==> src/rtl/pf_pkg.sv <==
// Shared types and constants for the Playfair digraph cipher core.
package pf_pkg;

   localparam int unsigned CodeWidth = 5;
   localparam int unsigned Side = 5;
   localparam int unsigned CoordWidth = 3;
   localparam int unsigned DataWidth = 32;
   localparam int unsigned AddrWidth = 5;
   localparam int unsigned QueueDepth = 4;

   localparam logic [CodeWidth-1:0] CodeI = 5'd8;
   localparam logic [CodeWidth-1:0] CodeJ = 5'd9;
   localparam logic [CodeWidth-1:0] CodeX = 5'd23;

   // Register indexes of the configuration port (word address).
   localparam logic [2:0] RegKeyRowZero  = 3'd0;
   localparam logic [2:0] RegKeyRowOne   = 3'd1;
   localparam logic [2:0] RegKeyRowTwo   = 3'd2;
   localparam logic [2:0] RegKeyRowThree = 3'd3;
   localparam logic [2:0] RegKeyRowFour  = 3'd4;
   localparam logic [2:0] RegDecryptMode = 3'd5;

   typedef logic [Side-1:0][CodeWidth-1:0] key_row_type;
   typedef key_row_type [Side-1:0] key_square_type;
   typedef logic [CoordWidth-1:0] coord_type;

   // Alphabetic square without J.
   localparam key_square_type KeyReset = '{
      25'd27025109, 25'd21613104, 25'd16201099, 25'd10755269, 25'd4294688
   };

   // One digraph handed from the front end to the back end.
   typedef struct packed {
      logic [CodeWidth-1:0] first;
      logic [CodeWidth-1:0] second;
      logic                 last;
   } job_type;

   // Push side of the job queue.
   typedef struct packed {
      logic    valid;
      job_type job;
   } job_push_type;

endpackage

==> src/rtl/pf_queue.sv <==
// Small first-in first-out queue of digraph jobs between front and back end.
module pf_queue #(
   parameter int unsigned Depth = pf_pkg::QueueDepth
) (
   input  logic                 clock,
   input  logic                 reset,
   input  pf_pkg::job_push_type wr,
   output logic                 full,
   input  logic                 pop,
   output pf_pkg::job_type      rd_job,
   output logic                 empty
);
   import pf_pkg::*;

   localparam int unsigned PtrWidth = (Depth > 1) ? $clog2(Depth) : 1;
   localparam int unsigned CountWidth = $clog2(Depth + 1);

   job_type                store_ff [Depth];
   logic [PtrWidth-1:0]    wr_ptr_ff, wr_ptr_in;
   logic [PtrWidth-1:0]    rd_ptr_ff, rd_ptr_in;
   logic [CountWidth-1:0]  count_ff, count_in;
   logic                   do_push, do_pop;

   assign full  = (count_ff == CountWidth'(Depth));
   assign empty = (count_ff == '0);
   assign do_push = wr.valid && !full;
   assign do_pop  = pop && !empty;
   assign rd_job  = store_ff[rd_ptr_ff];

   always_comb begin
      wr_ptr_in = wr_ptr_ff;
      rd_ptr_in = rd_ptr_ff;
      count_in  = count_ff;
      if (do_push) begin
         wr_ptr_in = (wr_ptr_ff == PtrWidth'(Depth - 1)) ? '0 : wr_ptr_ff + 1'b1;
      end
      if (do_pop) begin
         rd_ptr_in = (rd_ptr_ff == PtrWidth'(Depth - 1)) ? '0 : rd_ptr_ff + 1'b1;
      end
      if (do_push && !do_pop) begin
         count_in = count_ff + 1'b1;
      end else if (do_pop && !do_push) begin
         count_in = count_ff - 1'b1;
      end
   end

   always_ff @(posedge clock) begin
      if (reset) begin
         wr_ptr_ff <= '0;
         rd_ptr_ff <= '0;
         count_ff  <= '0;
      end else begin
         wr_ptr_ff <= wr_ptr_in;
         rd_ptr_ff <= rd_ptr_in;
         count_ff  <= count_in;
      end
   end

   always_ff @(posedge clock) begin
      if (do_push) begin
         store_ff[wr_ptr_ff] <= wr.job;
      end
   end

endmodule

==> src/rtl/pf_front.sv <==
// Front end: folds letters, pairs them into digraphs and queues the digraphs.
module pf_front (
   input  logic                            clock,
   input  logic                            reset,
   input  logic                            push,
   output logic                            full,
   input  logic [pf_pkg::CodeWidth-1:0]    req_letter,
   input  logic                            req_message_end,
   output pf_pkg::job_push_type            job_push,
   input  logic                            queue_full
);
   import pf_pkg::*;

   logic                 pending_valid_ff, pending_valid_in;
   logic [CodeWidth-1:0] pending_letter_ff, pending_letter_in;
   logic                 extra_valid_ff, extra_valid_in;
   job_type              extra_job_ff, extra_job_in;
   logic                 accept;
   logic [CodeWidth-1:0] folded;
   logic                 new_valid, new_extra;
   job_type              new_job;

   assign full   = extra_valid_ff || queue_full;
   assign accept = push && !full;
   assign folded = (req_letter == CodeJ) ? CodeI : req_letter;

   // Classify the request against the waiting letter.
   always_comb begin
      new_valid         = 1'b0;
      new_extra         = 1'b0;
      new_job           = '{first: folded, second: CodeX, last: 1'b1};
      extra_job_in      = extra_job_ff;
      pending_valid_in  = pending_valid_ff;
      pending_letter_in = pending_letter_ff;
      if (!pending_valid_ff) begin
         if (req_message_end) begin
            new_valid = 1'b1;
         end else begin
            pending_valid_in  = 1'b1;
            pending_letter_in = folded;
         end
      end else if (pending_letter_ff != folded) begin
         new_valid        = 1'b1;
         new_job.first    = pending_letter_ff;
         new_job.second   = folded;
         pending_valid_in = 1'b0;
      end else begin
         // A doubled letter takes the filler; at message end the copy is flushed too.
         new_valid    = 1'b1;
         new_job.last = !req_message_end;
         if (req_message_end) begin
            new_extra        = 1'b1;
            extra_job_in     = '{first: folded, second: CodeX, last: 1'b1};
            pending_valid_in = 1'b0;
         end
      end
      if (!accept) begin
         pending_valid_in  = pending_valid_ff;
         pending_letter_in = pending_letter_ff;
         extra_job_in      = extra_job_ff;
      end
   end

   always_comb begin
      extra_valid_in = extra_valid_ff;
      if (extra_valid_ff && !queue_full) begin
         extra_valid_in = 1'b0;
      end else if (accept && new_extra) begin
         extra_valid_in = 1'b1;
      end
   end

   always_comb begin
      job_push.valid = (extra_valid_ff || (accept && new_valid)) && !queue_full;
      job_push.job   = extra_valid_ff ? extra_job_ff : new_job;
   end

   always_ff @(posedge clock) begin
      if (reset) begin
         pending_valid_ff  <= 1'b0;
         pending_letter_ff <= '0;
         extra_valid_ff    <= 1'b0;
      end else begin
         pending_valid_ff  <= pending_valid_in;
         pending_letter_ff <= pending_letter_in;
         extra_valid_ff    <= extra_valid_in;
      end
   end

   always_ff @(posedge clock) begin
      extra_job_ff <= extra_job_in;
   end

endmodule

==> src/rtl/pf_back.sv <==
// Back end: locates digraph letters in the key square and emits substituted letters.
module pf_back (
   input  logic                         clock,
   input  logic                         reset,
   input  pf_pkg::key_square_type       key_square,
   input  logic                         decrypt_mode,
   input  pf_pkg::job_type              head_job,
   input  logic                         queue_empty,
   output logic                         queue_pop,
   output logic                         empty,
   input  logic                         pop,
   output logic [pf_pkg::CodeWidth-1:0] rsp_out_letter,
   output logic                         rsp_run_end
);
   import pf_pkg::*;

   typedef struct packed {
      coord_type row;
      coord_type col;
   } place_type;

   // Letters missing from the square sit at row 0, column 0; the first cell wins.
   function automatic place_type locate(key_square_type key, logic [CodeWidth-1:0] code);
      place_type place;
      place = '0;
      for (int r = Side - 1; r >= 0; r--) begin
         for (int c = Side - 1; c >= 0; c--) begin
            if (key[r][c] == code) begin
               place.row = CoordWidth'(r);
               place.col = CoordWidth'(c);
            end
         end
      end
      return place;
   endfunction

   function automatic coord_type shift(coord_type value, logic backward);
      coord_type result;
      if (backward) begin
         result = (value == '0) ? CoordWidth'(Side - 1) : value - 1'b1;
      end else begin
         result = (value == CoordWidth'(Side - 1)) ? '0 : value + 1'b1;
      end
      return result;
   endfunction

   logic                 s1_valid_ff, s1_valid_in;
   place_type            s1_first_ff, s1_second_ff;
   logic                 s1_last_ff;
   logic                 s2_valid_ff, s2_valid_in;
   logic                 s2_sel_ff, s2_sel_in;
   logic [CodeWidth-1:0] s2_first_ff, s2_second_ff;
   logic                 s2_last_ff;
   logic                 s2_take, s2_free, s1_move, s1_free;
   place_type            pa, pb;
   logic [CodeWidth-1:0] sub_first, sub_second;

   assign s2_take   = s2_valid_ff && s2_sel_ff && pop;
   assign s2_free   = !s2_valid_ff || s2_take;
   assign s1_move   = s1_valid_ff && s2_free;
   assign s1_free   = !s1_valid_ff || s1_move;
   assign queue_pop = !queue_empty && s1_free;

   // Same row (including a letter paired with itself), same column, or rectangle.
   always_comb begin
      pa = s1_first_ff;
      pb = s1_second_ff;
      if (s1_first_ff.row == s1_second_ff.row) begin
         pa.col = shift(s1_first_ff.col, decrypt_mode);
         pb.col = shift(s1_second_ff.col, decrypt_mode);
      end else if (s1_first_ff.col == s1_second_ff.col) begin
         pa.row = shift(s1_first_ff.row, decrypt_mode);
         pb.row = shift(s1_second_ff.row, decrypt_mode);
      end else begin
         pa.col = s1_second_ff.col;
         pb.col = s1_first_ff.col;
      end
      sub_first  = key_square[pa.row][pa.col];
      sub_second = key_square[pb.row][pb.col];
   end

   always_comb begin
      s1_valid_in = s1_free ? !queue_empty : s1_valid_ff;
      s2_valid_in = s2_valid_ff;
      s2_sel_in   = s2_sel_ff;
      if (s1_move) begin
         s2_valid_in = 1'b1;
         s2_sel_in   = 1'b0;
      end else if (s2_take) begin
         s2_valid_in = 1'b0;
      end else if (s2_valid_ff && pop) begin
         s2_sel_in = 1'b1;
      end
   end

   always_ff @(posedge clock) begin
      if (reset) begin
         s1_valid_ff <= 1'b0;
         s2_valid_ff <= 1'b0;
         s2_sel_ff   <= 1'b0;
      end else begin
         s1_valid_ff <= s1_valid_in;
         s2_valid_ff <= s2_valid_in;
         s2_sel_ff   <= s2_sel_in;
      end
   end

   always_ff @(posedge clock) begin
      if (queue_pop) begin
         s1_first_ff  <= locate(key_square, head_job.first);
         s1_second_ff <= locate(key_square, head_job.second);
         s1_last_ff   <= head_job.last;
      end
      if (s1_move) begin
         s2_first_ff  <= sub_first;
         s2_second_ff <= sub_second;
         s2_last_ff   <= s1_last_ff;
      end
   end

   assign empty          = !s2_valid_ff;
   assign rsp_out_letter = s2_sel_ff ? s2_second_ff : s2_first_ff;
   assign rsp_run_end    = s2_sel_ff && s2_last_ff;

endmodule

==> src/rtl/playfair_digraph_cipher_core.sv <==
// Top level of the Playfair digraph cipher core with its configuration registers.
//
// Requests enter on a queue-like port: a letter code (A=0..Z=25, J read as I) and a
// message_end flag are taken at a clock edge with push high and full low. Results
// leave the same way: while empty is low the oldest substituted letter and its
// run_end flag are shown, and pop takes it. Each digraph yields two letters;
// run_end marks the last letter caused by a request.
// The front end pairs letters and places digraphs in a job queue; the back end
// locates both letters and registers their places, then substitutes them and
// holds the two letters in an output register. A digraph passes the job queue,
// the place register and the output register before its first letter appears.
// The single-letter result port limits the flow: it shows the two letters of a
// digraph one at a time. Requests are taken every cycle while the job queue has
// room; a request that flushes two digraphs blocks the port until both are queued.
// When the receiver stalls, the output register holds its letter and the job queue
// fills, after which full rises. Synchronous reset empties every stage, drops any
// waiting letter and loads the alphabetic key square in encrypt mode.
// The key rows and mode sit at byte addresses 0 to 20; write them only while idle.
module playfair_digraph_cipher_core #(
   parameter int unsigned QueueDepth = pf_pkg::QueueDepth
) (
   input  logic                          clock,
   input  logic                          reset,
   input  logic                          push,
   output logic                          full,
   input  logic [pf_pkg::CodeWidth-1:0]  req_letter,
   input  logic                          req_message_end,
   output logic                          empty,
   input  logic                          pop,
   output logic [pf_pkg::CodeWidth-1:0]  rsp_out_letter,
   output logic                          rsp_run_end,
   input  logic                          psel,
   input  logic                          penable,
   input  logic                          pwrite,
   input  logic [pf_pkg::AddrWidth-1:0]  paddr,
   input  logic [pf_pkg::DataWidth-1:0]  pwdata,
   output logic [pf_pkg::DataWidth-1:0]  prdata,
   output logic                          pready
);
   import pf_pkg::*;

   key_square_type key_ff, key_in;
   logic           decrypt_ff, decrypt_in;
   logic [2:0]     reg_index;
   logic           cfg_write;
   job_push_type   job_push;
   job_type        head_job;
   logic           queue_full, queue_empty, queue_pop;

   assign pready    = 1'b1;
   assign reg_index = paddr[AddrWidth-1:2];
   assign cfg_write = psel && penable && pwrite && pready;

   always_comb begin
      key_in     = key_ff;
      decrypt_in = decrypt_ff;
      if (cfg_write) begin
         unique case (reg_index)
            RegKeyRowZero:  key_in[0] = pwdata[Side*CodeWidth-1:0];
            RegKeyRowOne:   key_in[1] = pwdata[Side*CodeWidth-1:0];
            RegKeyRowTwo:   key_in[2] = pwdata[Side*CodeWidth-1:0];
            RegKeyRowThree: key_in[3] = pwdata[Side*CodeWidth-1:0];
            RegKeyRowFour:  key_in[4] = pwdata[Side*CodeWidth-1:0];
            RegDecryptMode: decrypt_in = pwdata[0];
            default: ;
         endcase
      end
   end

   always_comb begin
      unique case (reg_index)
         RegKeyRowZero:  prdata = DataWidth'(key_ff[0]);
         RegKeyRowOne:   prdata = DataWidth'(key_ff[1]);
         RegKeyRowTwo:   prdata = DataWidth'(key_ff[2]);
         RegKeyRowThree: prdata = DataWidth'(key_ff[3]);
         RegKeyRowFour:  prdata = DataWidth'(key_ff[4]);
         RegDecryptMode: prdata = DataWidth'(decrypt_ff);
         default:        prdata = '0;
      endcase
   end

   always_ff @(posedge clock) begin
      if (reset) begin
         key_ff     <= KeyReset;
         decrypt_ff <= 1'b0;
      end else begin
         key_ff     <= key_in;
         decrypt_ff <= decrypt_in;
      end
   end

   pf_front u_front (
      .clock           (clock),
      .reset           (reset),
      .push            (push),
      .full            (full),
      .req_letter      (req_letter),
      .req_message_end (req_message_end),
      .job_push        (job_push),
      .queue_full      (queue_full)
   );

   pf_queue #(
      .Depth (QueueDepth)
   ) u_queue (
      .clock  (clock),
      .reset  (reset),
      .wr     (job_push),
      .full   (queue_full),
      .pop    (queue_pop),
      .rd_job (head_job),
      .empty  (queue_empty)
   );

   pf_back u_back (
      .clock          (clock),
      .reset          (reset),
      .key_square     (key_ff),
      .decrypt_mode   (decrypt_ff),
      .head_job       (head_job),
      .queue_empty    (queue_empty),
      .queue_pop      (queue_pop),
      .empty          (empty),
      .pop            (pop),
      .rsp_out_letter (rsp_out_letter),
      .rsp_run_end    (rsp_run_end)
   );

endmodule

==> config.mk <==
export PLATFORM = sky130hd
export DESIGN_NAME = playfair_digraph_cipher_core
export DESIGN_NICKNAME = d
export VERILOG_FILES = /design/src/rtl/pf_pkg.sv /design/src/rtl/pf_queue.sv /design/src/rtl/pf_front.sv /design/src/rtl/pf_back.sv /design/src/rtl/playfair_digraph_cipher_core.sv
export SDC_FILE = /design/constraint.sdc
export NUM_CORES = 1
export LEC_CHECK = 0
export ABC_CLOCK_PERIOD_IN_PS = 5750
export BUFFER_PORTS_ARGS = -buffer_cell sky130_fd_sc_hd__buf_2
export CAP_MARGIN = 20
export CORE_MARGIN = 2
export CORE_UTILIZATION = 40
export DETAILED_ROUTE_END_ITERATION = 16
export REMOVE_ABC_BUFFERS = 1
export SETUP_SLACK_MARGIN = 0.05
export SLEW_MARGIN = 5
export SYNTH_ARGS = -nofsm -noshare
export SYNTH_HDL_FRONTEND = slang
export SYNTH_SLANG_ARGS = --single-unit
==> constraint.sdc <==
create_clock -name clock -period 5.75 [get_ports clock]
set_clock_uncertainty 0.05 [all_clocks]
set_input_delay 0.8625 -clock clock [delete_from_list [all_inputs] [get_ports clock]]
set_output_delay 0.8625 -clock clock [all_outputs]
set_load 0.01 [all_outputs]
* Word-level counts from Yosys, hierarchy flattened
Memories as Yosys holds them, arrays and structs flattened. A register that Yosys moved wholly into a read port is not among the register bits.
Cells that the tools add are included.
** Operators by class
- Bitwise operators :: 4
- Reductions and logical operators :: 58
- Mux-type cells :: 100
- $lt $le $gt $ge :: 4
- Equal/unequal tests :: 66
- Add/sub/neg operators :: 12
** Operator list (count)
- $eq 5x5->1 :: 50
- $bmux 25 s3 :: 2
- $pmux 25 s6 :: 1
- $mux 5 :: 24
- $mux 3 :: 24
- $mux 6 :: 10
- $mux 25 :: 2
- $mux 4 :: 10
- $reduce_or 20->1 :: 2
- $bmux 5 s3 :: 2
- $mux 11 :: 2
- $eq 3x3->1 const B :: 7
- $reduce_or 10->1 :: 2
- $logic_not 3->1 :: 6
- $logic_and 1x1->1 :: 17
- $lt 3x4->1 const B :: 4
- $mux 2 :: 8
- $add 3x1->3 const B :: 5
- $sub 3x1->3 const B :: 5
- $mux 1 :: 14
- $reduce_and 2->1 :: 7
- $mux 10 :: 1
- $reduce_or 5->1 :: 2
- $logic_not 1->1 :: 8
- 14 further kinds :: 29
** Word-level totals
- Bits in registers :: 172
- Bits in writable memories :: 44
- Memories kept :: 1
- Input bits :: 50
- Logic and storage cells :: 297
- Output and inout bits :: 41
** Memories
- u_queue.store_ff :: words 4, bits a word 11, read ports 1, clocked after memory_dff 1, wr ports 1, RTL line pf_queue.sv:18 : job_type store_ff [Depth];

* Longest topological paths before layout
- Depth after elaboration :: 25
- Depth in mapped cells :: 13
- Gate-level depth less buffers :: 11

* Hierarchy
Synthesis repeated with hierarchy kept, for this count alone.
** Unflattened totals
- Cell total of the unflattened synthesis :: 1793
- Area, all modules :: 16428.3 µm²
** Modules (own cells, without submodules)
- pf_back :: cells an instance 969, area each 7408.4 µm², instances 1, seq. area each 780.7 µm²
- playfair_digraph_cipher_core :: cells an instance 625, area each 6130.9 µm², instances 1, seq. area each 2522.4 µm²
- pf_queue :: cells an instance 107, area each 2073.2 µm², instances 1, seq. area each 1501.4 µm²
- pf_front :: cells an instance 92, area each 815.8 µm², instances 1, seq. area each 290.3 µm²

* Least setup slack after synthesis
Ideal clock, no wire load.
- Kind :: input to output
- Start :: in paddr[3] in the netlist's numbering
- End :: out prdata[4] in the netlist's numbering
- Stages :: 5
- Required time :: 4.838 ns
- Slack :: 2.515 ns
- Path buffers :: 2
- Data arrival time :: 2.322 ns
- Cells stage by stage :: buf_1 -> buf_1 -> mux4_2 -> inv_1 -> o21ai_0
** Between the ends
- Word-level cells in the longest chain between the ends :: 2
- Elaborated cells between the ends (all ways) :: 7
- Classes of those cells :: eq/ne: 5; mux: 1; reduce/logical: 1
** RTL lines
- start, declared :: RTL line playfair_digraph_cipher_core.sv:35 : input logic [pf_pkg::AddrWidth-1:0] paddr,
- $eq 3x3->1 (tied with other cells) :: RTL line playfair_digraph_cipher_core.sv:71 : unique case (reg_index)
- $pmux 25 s6 (*) :: RTL line playfair_digraph_cipher_core.sv:71
- end, declared :: RTL line playfair_digraph_cipher_core.sv:37 : output logic [pf_pkg::DataWidth-1:0] prdata,
Mark *: on every way between the ends. The rest lies on a longest branch, timed or not.

==> impl_metrics.yaml <==
worst_setup_path:
  crit_slowest_cell: "mux4_2"
  endpoint_kind: "flop"
  path_class: "reg -> reg"
  worstPathCellList: "mux4_2, buf_4, xnor2_1, nand3_1, nor3_1, nor3b_1, o21bai_1, o211a_1, o22ai_1"
  worstPathArrival_ns: 4.26
  max_stage_delay_ns: 0.95
  critPathMaxFanout: 18
  critPathLaunchType: "flop"
  r2r-end: "u_back.s1_first_ff[0]"
  worst-r2r-setup-slack_ns: 1.67
  endpoint: "u_back.s1_first_ff[0]"
  cp.required_ns: 5.93
  reg2reg_depth: 9
logic_synthesis:
  synth_area_leaders: "dfxtp_1 18%, edfxtp_1 14%, xnor2_1 8.8%"
  synthDistinctLibCells: 70
  synth_async_sr_flop_share: 0
  ys_seq_area_frac: 0.321
  synth_top_area_frac: 0.183
  synth_edf_count: 73
  synth_area_leader_cell: "dfxtp_1"
  synth.cell_area_um2: 15900
  synth_cells: 1781
  synth_top_flop_cell: "dfxtp_1"
  yosys_warnings: 0
  synth.avg_cell_area_um2: 8.92
  ys_seq_elements: 218
placement:
  routabilityCongestion: 1.08
  portBuffers: 73
  hpwl_um: 39600
  post-place-cells: 2275
timing:
  worst_pin_slew_ns: 1.03
  whs_ns: 0.368
  hold_violations: 0
  slew_headroom: 0.299
  fmax_ghz: 0.245
  drv_slew: 0
  finalCritPeriodShare: 0.709
  rsz0062_at_grt: "false"
  layout_min_cycle_time_ns: 4.08
  setup_viol: 0
route:
  wl_per_cell_um: 23.3
  drc_errors: 0
  drt-total-wl_um: 54100
  dr.first_iter.drc_count: 1463
  vias: 13600
  drtAntennaViolNets: 0
  viasPerCell: 5.86
  first_pass_iters: 7
flow_run:
  drv_cap: 0
global_routing:
  grt.met1_usage: 0.368
  grtUsageMet2: 0.398
  grt_util_all_layers: 0.258
  grt_pass1_wl_um: 81100
  antenna_found_initial: 1
  top_usage_layer: "met2"
  met3_usage: 0.0361
  grt_overflow_total: 0
  first_global_vias: 12700
  grt_max_degree: 92
power:
  p_leak_nw: 6.56
  power_density_nw_per_um2: 534
  ir_drop_mv: 0.293
clock_tree:
  post_cts_buffers: 0
  cts_buffers: 25
  holdBufCountCts: 0
  cts_resized: 0
  cts.sinks: 218
  tritoncts: "built"
  cts_root_buf: "clkbuf_16"
  clkTransAtPathRegs_ns: 0.06
  cts.path.max_buffers: 3
  clock_latency_ns: 0.55
  htree_levels: 1
floorplanning:
  die_width_um: 203
  die_area_um2: 41300
  die_height_um: 203
  io_pins: 91
  coreArea_um2: 39500
  initial_utilization: 0.403
  std_cell_rows: 73
status:
  status: "finished clean"
finish:
  nNetsFinal: 1850
  drive_gt1_frac: 0.137
  final_cell_mix: "301 x nand2_1, 160 x xnor2_1, 145 x dfxtp_1, 120 x a21oi_1, 113 x mux2i_1"
  synthToLayoutAreaGrowth_pct: 8.40
  finalNonFillerCells: 2319
  antenna_cells: 0
  final_common_cell: "nand2_1"
  postLayoutCoreUtil: 0.437
worst_hold_path:
  min_path_type: "reg -> reg"
## sequential cells by signal, summed over array words and instances (netlist names), 5 cells and up, named ones only
signal and flops:
u_front.pending_letter_ff 5, u_front.extra_job_ff 5, u_back.s1_first_ff 6, u_back.s2_first_ff 5, u_back.s1_second_ff 6, key_ff 125
u_back.s2_second_ff 5, u_queue.store_ff 44
## cell families after synthesis
family / after synthesis / share of synthesized area
AO/OA/AOI/OAI: 253 / 0.0982
other: 2 / 0.000473
adder cells (fa/ha/maj): 23 / 0.0186
AND/OR/NAND/NOR: 648 / 0.194
buffers and inverters: 189 / 0.0646
flip-flops: 218 / 0.321
multiplexers: 182 / 0.155
XOR/XNOR: 266 / 0.148
## metrics by stage
stage | power, mW | setup TNS [ns] | worst slack, ns | area [um^2]
2_1_floorplan | 6.00 | -1.96 | -0.515 | 15100
3_3_place_gp | 7.47 | 0 | 1.72 | 16400
3_5_place_dp | 7.55 | 0 | 1.71 | 16400
4_1_cts | 9.13 | 0 | 1.71 | 17200
5_1_grt | 9.68 | 0 | 1.50 | 17200
6_report | 9.21 | 0 | 1.67 | 17200
## cell type report
cell class | instances | area (um^2)
clock inverter | 14 | 121
multi-input combinational | 1380 | 9860
inverter | 43 | 161
tap | 525 | 657
sequential | 218 | 5090
timing repair buffer | 109 | 642
clock buffer | 30 | 688
fill | 3882 | 22200
## per-layer routing
metal,routed length (um),up-vias
met2,23900,619
met5,0,-
li1,-,6180
met1,23900,6673
met4,1970,0
met3,4250,108
## synthesized netlist by cell type (9+ instances only)
cell type / number
nand2_1: 301
xnor2_1: 160
dfxtp_1: 145
a21oi_1: 120
mux2i_1: 116
xor2_1: 102
nor2_1: 78
edfxtp_1: 73
clkbuf_1: 70
nand3_1: 62
nor3_1: 58
nand3b_1: 55
mux4_2: 50
inv_1: 43
o21ai_0: 27
nor2b_1: 24
buf_6: 22
ha_1: 22
buf_2: 20
o22ai_1: 19
buf_4: 16
mux2_2: 15
a211oi_1: 14
buf_1: 13
o31ai_1: 13
nand2b_1: 11
nand4_1: 10
a211o_1: 9
## power by group
part / switching, mW / leakage [nW] / total [mW] / internal [mW]
combinational: 3.36 / 4.29 / 5.63 / 2.27
clock: 0.665 / 0.405 / 1.57 / 0.903
sequential: 0.170 / 1.86 / 2.01 / 1.84
total: 4.19 / 6.56 / 9.21 / 5.01
## critical path, delay by kind of cell, from the launching register on
| family | cells | cell delay, ns |
|---|---|---|
| AOI/OAI and AO/OA | 3 | 0.47 |
| buffers and inverters | 1 | 0.34 |
| DFF | 1 | 0.83 |
| xor gates and xnor gates | 1 | 0.15 |
| muxes | 1 | 0.95 |
| and+or+nand+nor | 3 | 0.96 |
## how the worst min path moves through the flow
stage,start,to,cells past startpoint
after floorplan,u_back.s1_last_ff,u_back.s2_last_ff,0
after global routing,u_back.s1_last_ff,u_back.s2_last_ff,0
after detailed placement,u_back.s1_last_ff,u_back.s2_last_ff,0
after global placement,u_back.s1_last_ff,u_back.s2_last_ff,0
after CTS,u_back.s1_last_ff,u_back.s2_last_ff,0
final,u_back.s1_last_ff,u_back.s2_last_ff,0
Power figures use the tool's default switching activity.
